## src/hdl/umod_pkg.sv

```systemverilog
// umod_pkg: shared types for the unsigned modulo pipeline.
// Used by umod_cell and unsigned_modulo_64. No dependencies.
package umod_pkg;

    // Control state that travels with each operand pair down the cell row
    typedef struct packed {
        logic valid;     // this stage holds a live transfer
        logic den_zero;  // divisor was zero: the final answer is forced to zero
    } t_stage_ctl;

    localparam t_stage_ctl CTL_IDLE = '{valid: 1'b0, den_zero: 1'b0};

endpackage : umod_pkg

```

## src/hdl/umod_cell.sv

```systemverilog
// umod_cell: one restoring-division step with its output registers.
// Depends on umod_pkg (t_stage_ctl).
module umod_cell
    import umod_pkg::*;
#(
    parameter int WIDTH = 64
) (
    input  logic             i_clk,
    input  logic             i_rst_n,
    input  t_stage_ctl       i_ctl,
    input  logic [WIDTH-1:0] i_part,
    input  logic [WIDTH-1:0] i_num,
    input  logic [WIDTH-1:0] i_den,
    output t_stage_ctl       o_ctl,
    output logic [WIDTH-1:0] o_part,
    output logic [WIDTH-1:0] o_num,
    output logic [WIDTH-1:0] o_den
);

    t_stage_ctl       r_ctl;
    logic [WIDTH-1:0] r_part, n_part;
    logic [WIDTH-1:0] r_num;
    logic [WIDTH-1:0] r_den;

    logic [WIDTH:0]   doubled;
    logic [WIDTH+1:0] diff;

    // Shift in the next dividend bit, subtract the divisor unless it borrows
    always_comb begin
        doubled = {i_part, i_num[WIDTH-1]};
        diff    = {1'b0, doubled} - {2'b00, i_den};
        if (diff[WIDTH+1]) begin
            n_part = doubled[WIDTH-1:0];
        end else begin
            // partial remainder stayed below twice the divisor, so this fits
            n_part = diff[WIDTH-1:0];
        end
    end

    // Control state is reset; payload is not
    always_ff @(posedge i_clk) begin
        if (!i_rst_n) begin
            r_ctl <= CTL_IDLE;
        end else begin
            r_ctl <= i_ctl;
        end
    end

    always_ff @(posedge i_clk) begin
        r_part <= n_part;
        r_num  <= {i_num[WIDTH-2:0], 1'b0};
        r_den  <= i_den;
    end

    assign o_ctl  = r_ctl;
    assign o_part = r_part;
    assign o_num  = r_num;
    assign o_den  = r_den;

endmodule : umod_cell

```

## config.mk

```make
export PLATFORM = sky130hd
export DESIGN_NAME = umod_cell
export DESIGN_NICKNAME = d
export VERILOG_FILES = /design/src/hdl/umod_pkg.sv /design/src/hdl/umod_cell.sv
export SDC_FILE = /design/constraint.sdc
export NUM_CORES = 1
export LEC_CHECK = 0
export ABC_AREA = 1
export BUFFER_PORTS_ARGS = -buffer_cell sky130_fd_sc_hd__clkbuf_2
export CORE_UTILIZATION = 45
export CTS_BUF_LIST = sky130_fd_sc_hd__clkbuf_8
export CTS_CLUSTER_SIZE = 10
export DETAILED_ROUTE_END_ITERATION = 12
export GPL_ROUTABILITY_DRIVEN = 0
export PLACE_DENSITY_LB_ADDON = 0.3
export SETUP_SLACK_MARGIN = 0.15
export SLEW_MARGIN = 0
export SYNTH_ARGS = -nofsm -noshare
export SYNTH_HDL_FRONTEND = slang
export SYNTH_SLANG_ARGS = --single-unit
```

## constraint.sdc

```tcl
create_clock -name i_clk -period 3.1 [get_ports i_clk]
set_clock_uncertainty 0.1 [all_clocks]
set_input_delay 0.775 -clock i_clk [delete_from_list [all_inputs] [get_ports i_clk]]
set_output_delay 0.775 -clock i_clk [all_outputs]
set_load 0.03 [all_outputs]
```

==> results of run 1 <==
[area by class of cell]
class	count	area (um2)
Fill cell	2357	9770
Multi-Input combinational cell	1151	5530
Sequential cell	193	3860
Timing Repair Buffer	426	2280
Inverter	388	1460
Tap cell	319	399
Clock buffer	17	234
Clock inverter	15	220
Antenna cell	1	2.50
[power by group through the flow]
stage,clock network (uW),registers (uW),logic [uW]
3_3_place_gp,0,2880,2330
4_1_cts,1910,2830,2360
5_1_grt,2020,2850,2580
6_report,1870,2820,2380
2_1_floorplan,0,3390,1020
3_5_place_dp,0,2880,2350
[per-stage QoR]
stage | std cells | cell area [um2] | util, % | worst slack, ns
after CTS | 2509 | 14000 | 58.9 | 0.561
after floorplan | 1753 | 11000 | - | 0.514
after global routing | 2510 | 14000 | 58.9 | 0.399
after global placement | 2477 | 13500 | 56.9 | 0.0738
final | 2510 | 14000 | 58.9 | 0.502
after detailed placement | 2477 | 13500 | 56.9 | 0.0387
[kinds of logic (layout without fill, tap and decap cells)]
logic type / Yosys count / count (layout)
AO/OA/AOI/OAI: 52 / 52
XOR/XNOR: 31 / 31
adder cells (fa/ha/maj): 65 / 65
buffers and inverters: 409 / 846
flip-flops: 193 / 193
other: 1 / 2
AND/OR/NAND/NOR: 1002 / 1002
[per-layer routing]
layer | global-route usage, % | wire (um) | vias to the layer above
met5 | 0 | 13 | -
met4 | 15.4 | 1770 | 2
met3 | 5.69 | 3480 | 115
met2 | 51.8 | 18000 | 619
met1 | 35.3 | 14600 | 5321
li1 | - | - | 6096
[worst max-delay path, stage by stage]
cell and delay [ns]:
clkbuf_2 0.08, inv_1 0.03, ha_1 0.36, nand2_1 0.14, nor2_2 0.20, nand3_1 0.14
nand3_2 0.16, nand2_1 0.08, nand2_2 0.12, nand2_1 0.10, nand2_2 0.10, nand2_4 0.07
nand2_4 0.19, buf_4 0.18, nand3_2 0.10, nand2_1 0.09
[synthesized netlist by cell type (all sizes together)]
library cell / number
nand2: 693
inv: 387
dfxtp: 193
nand3: 146
nor2: 118
ha: 64
a21oi: 45
xor2: 29
nand4: 16
buf: 13
nor3: 10
clkbuf: 8
nand3b: 8
nor4: 6
o21ai: 6
and2: 3
and3: 2
xnor2: 2
clkinv: 1
conb: 1
fa: 1
o21bai: 1
[cells in the final DEF, fill, tap and decap left out, types with 2 or more instances in the layout]
cell,instances
nor2_1,110
and3_1,2
nand2_4,2
a21oi_1,44
nand4_1,16
inv_1,378
nor3_1,9
ha_1,64
clkbuf_8,17
clkinv_8,4
nand2_1,688
nand2_2,3
nor4_1,5
o21ai_0,5
nand3b_1,8
xor2_1,29
nand3_1,135
xnor2_1,2
inv_6,3
inv_2,9
buf_12,4
and2_1,3
clkbuf_2,388
buf_4,34
nand3_2,11
dfxtp_1,193
nor2_2,7
inv_12,6
[registers in the layout, indices dropped and copies added, names as in the netlist]
| signal | flops |
|---|---|
| o_num | 63 |
| o_ctl | 2 |
| o_den | 64 |
| o_part | 64 |
[worst max-delay path by stage]
stage	startpoint	to	depth (start not counted)
floorplan	i_num[63]	o_part[62]	17
global placement	i_den[8]	o_part[30]	16
detailed placement	i_den[7]	o_part[1]	15
CTS	i_num[63]	o_part[56]	16
global route	i_num[63]	o_part[60]	16
finish	i_den[7]	o_part[45]	16
==> reports/qor.csv, run 1 <==
stage,metric,value,unit
clock_tree,cts_buffers,17,
pwr,power.density,506,mW/mm2
sta,finalSetupViolCount,0,
sta,drv_slew,0,
pwr,irDropWorstVdd,312,uV
floorplan,dieArea,0.0251,mm2
floorplan,dieWidth,158,um
detailed_routing,num_vias,12200,
yosys,ys_warn_count,0,
sta,holdWs,0.254,ns
detailed_routing,drtIter0Drc,973,
sta,hold_viol_final,0,
critical_path,criticalPathCategory,in2reg,
pwr,seqPwrFrac,39.9,%
sta,rsz0062_at_grt,no,
clock_tree,ctsLongestPathBuffers,2,
clock_tree,cts_hold_buffers,0,
yosys,syn_avg_cell_area,6.27,um2
detailed_routing,firstDrtPassIters,6,
global_routing,grt_pass1_vias,11300,
detailed_routing,drc_errors,0,
yosys,synth_cell_types,35,
sta,fin_tns_setup,0,ns
yosys,synth_seq_area_share,35.1,%
flow_run,maxCapViolations,0,
detailed_routing,wl_per_cell,15.1,um
global_routing,grt_max_degree,50,
clock_tree,clock-root-buffer,clkbuf_8,
pwr,clkPwrFrac,26.5,%
floorplan,core,0.0238,mm2
clock_tree,post-cts-setup-buffer-count,0,
yosys,syn_nets,2014,
floorplan,die_h,158,um
hold_path,holdPathEnd,o_num[17],
global_routing,grt_usage,30.0,%
yosys,synth-xor-area-share,2.47,%
yosys,synthTopCellsByArea,"dfxtp_1, nand2_1, inv_1",
floorplan,ioPinCount,390,
yosys,syn_area,0.0110,mm2
yosys,yosys.area_share.adder,7.46,%
critical_path,end_kind,register,
pwr,p_leak,0.00875,uW
placement,hpwl,31.5,mm
yosys,muxShareOfSynthArea,0,%
global_routing,antenna_found_initial,2,
status,status,completed,
sta,max_freq,385,MHz
clock_tree,cts_resized,0,
clock_tree,cts_tree,yes,
hold_path,min_path_cells,1,
critical_path,critPathLaunchType,input pin,
pwr,power.total,7080,uW
clock_tree,clk_pin_slew,0.14,ns
final_layout,drive_above_1_share,22.6,%
pwr,power.share.switching,41.5,%
yosys,synth_top_area_share,35.1,%
yosys,ys_seq_elements,193,
yosys,syn_inst,1753,
floorplan,initial_core_util,46.3,%
pwr,intPower,4140,uW
detailed_routing,viasPerCell,4.84,
yosys,synth_compound_area_share,2.42,%
critical_path,critPathMaxFanout,10,
hold_path,hold_path.class,in2reg,
placement,io_buffers,388,
pwr,net-switching-power,2940,uW
clock_tree,htreeDepth,4,
floorplan,row_count,56,
final_layout,area_growth,27.2,%
detailed_routing,antenna_left,0,
global_routing,grt_remaining_overflow,0,
sta,fin_crit_sh,83.8,%
pwr,comb_power_share,33.6,%
global_routing,grt_pass1_wl,57.1,mm
yosys,yosys.area_share.simple,37.9,%
hold_path,hold_start,i_num[16],
yosys,synth_top_family_by_area,simple AND/OR/NAND/NOR gates,
final_layout,nNetsFinal,2438,
sta,post-route-min-period,2.60,ns
critical_path,critPathArrivalTime,2.94,ns
clock_tree,cts_sinks,193,
detailed_routing,wl,37.8,mm
yosys,yosysTopAreaCell,dfxtp_1,
critical_path,cp_data_required_time,3.44,ns
Power figures use the tool's default switching activity.
==> run 2, diff against run 1 <==
==> constraint.sdc (replaced) <==
create_clock -name i_clk -period 2.3 [get_ports i_clk]
set_clock_uncertainty 0.1 [all_clocks]
set_input_delay 0.575 -clock i_clk [delete_from_list [all_inputs] [get_ports i_clk]]
set_output_delay 0.575 -clock i_clk [all_outputs]
set_load 0.03 [all_outputs]
==> reports/qor.csv, run 2 (synthesis gave the netlist of run 1 again) <==
stage,metric,value,unit
final_layout,nFillCells,2008,
critical_path,critPathLaunchType,input pin,
pwr,irDropWorstVdd,391,uV
pwr,p_leak,0.00979,uW
clock_tree,clk_pin_slew,0.12,ns
placement,io_buffers,388,
floorplan,row_count,56,
detailed_routing,drc_errors,0,
detailed_routing,drtIter0Drc,1053,
pwr,power.density,605,mW/mm2
global_routing,grtUsageMet2,54.4,%
final_layout,nNetsFinal,2639,
detailed_routing,wl_per_cell,14.6,um
sta,hold_viol_final,0,
clock_tree,cts_tree,yes,
flow_run,maxCapViolations,0,
floorplan,core,0.0238,mm2
floorplan,ioPinCount,390,
global_routing,grt_util_met3,7.51,%
sta,rsz0062_at_grt,yes,
floorplan,initial_core_util,46.3,%
sta,max_freq,467,MHz
critical_path,critPathArrivalTime,2.41,ns
clock_tree,cts_buffers,17,
final_layout,multi_input_area,0.00649,mm2
sta,post-route-min-period,2.14,ns
final_layout,design_area,0.0165,mm2
detailed_routing,wl,39.6,mm
clock_tree,cts_hold_buffers,0,
detailed_routing,num_vias,13000,
floorplan,die_h,158,um
final_layout,area_growth,49.8,%
global_routing,grt_remaining_overflow,0,
global_routing,antenna_found_initial,1,
global_routing,grt_pass1_vias,12100,
final_layout,diodes,0,
clock_tree,cts_sinks,193,
detailed_routing,viasPerCell,4.79,
clock_tree,htreeDepth,4,
sta,fin_crit_sh,93.0,%
final_layout,regArea,0.00386,mm2
critical_path,cp_data_required_time,2.57,ns
hold_path,hold_path.class,in2reg,
global_routing,global_route.usage.met1,34.7,%
global_routing,grt_usage,30.6,%
final_layout,drive_above_1_share,35.8,%
placement,placed_cell_area,0.0156,mm2
global_routing,grt_max_degree,43,
clock_tree,clock-root-buffer,clkbuf_8,
clock_tree,ctsLongestPathBuffers,2,
status,status,completed,
critical_path,criticalPathCategory,in2reg,
final_layout,final_cell_mix,"nand2_1, clkbuf_2, inv_1",
final_layout,final_util,69.4,%
detailed_routing,firstDrtPassIters,6,
placement,hpwl,32.8,mm
floorplan,dieWidth,158,um
sta,finalSetupViolCount,0,
final_layout,final_common_cell,nand2_1,
global_routing,top_usage_layer,met2,
floorplan,dieArea,0.0251,mm2
detailed_routing,antenna_left,0,
sta,fin_tns_setup,0,ns
critical_path,critPathMaxFanout,8,
sta,drv_slew,0,
critical_path,end_kind,register,
global_routing,grt_pass1_wl,58.5,mm
## run 2: cell count changes in the layout (fill, tap and decap cells not counted), sizes merged
cell    previous run  this run
buf               38       238
clkbuf           405       406
clkinv             5         6
diode              1         0
inv              398       396
## run 2: worst paths after layout
path	startpoint	endpoint	slack (ns)	cells past startpoint
setup / recovery	i_den[62]	o_part[44]	0.16	12
hold / removal	i_num[42]	o_num[43]	0.08	1
## run 2: per-stage QoR
| stage | hold slack [ns] | setup slack [ns] | total power [uW] | instances |
|---|---|---|---|---|
| after global placement | 0.578 | -0.373 | 7540 | 2671 |
| after floorplan | 0.503 | 0.0396 | 6100 | 1753 |
| final | 0.0751 | 0.161 | 9980 | 2709 |
| after global routing | 0.0358 | 0.115 | 10500 | 2709 |
| after CTS | 0.0544 | 0.144 | 9850 | 2702 |
| after detailed placement | 0.579 | -0.405 | 7600 | 2671 |
## run 2: per-layer routing
metal	part of all wire (%)	vias to the layer above
li1	-	6490
met1	38	5712
met2	48	635
met3	9.5	126
met4	4.4	2
met5	0.028	-
## run 2: critical path: stages
cell,delay [ns]
clkbuf_2,0.09
inv_1,0.04
ha_1,0.32
a21oi_1,0.26
nor2_1,0.07
nor3_1,0.19
nand3_2,0.15
nor2_4,0.23
nand2_8,0.17
buf_12,0.19
nand3_2,0.05
nand2_1,0.08
## run 2: cell type report
cell class | count | share of cell area, %
Clock inverter | 14 | 0.942
Inverter | 388 | 8.91
Sequential cell | 193 | 23.4
Clock buffer | 17 | 1.42
Multi-Input combinational cell | 1151 | 39.4
Timing Repair Buffer | 627 | 23.5
Tap cell | 319 | 2.42
## run 2: where the power goes
| group | internal (uW) | switching [uW] | leakage [uW] |
|---|---|---|---|
| sequential | 3690 | 116 | 0.00163 |
| combinational | 1480 | 2430 | 0.00796 |
| clock | 822 | 1440 | 0.000198 |
## run 2: repair_timing
action,in CTS,in global routing
gates resized for setup,3,100
pin swaps,0,14
buffers inserted,0,5
setup endpoints to repair,42,64
cloned,0,2
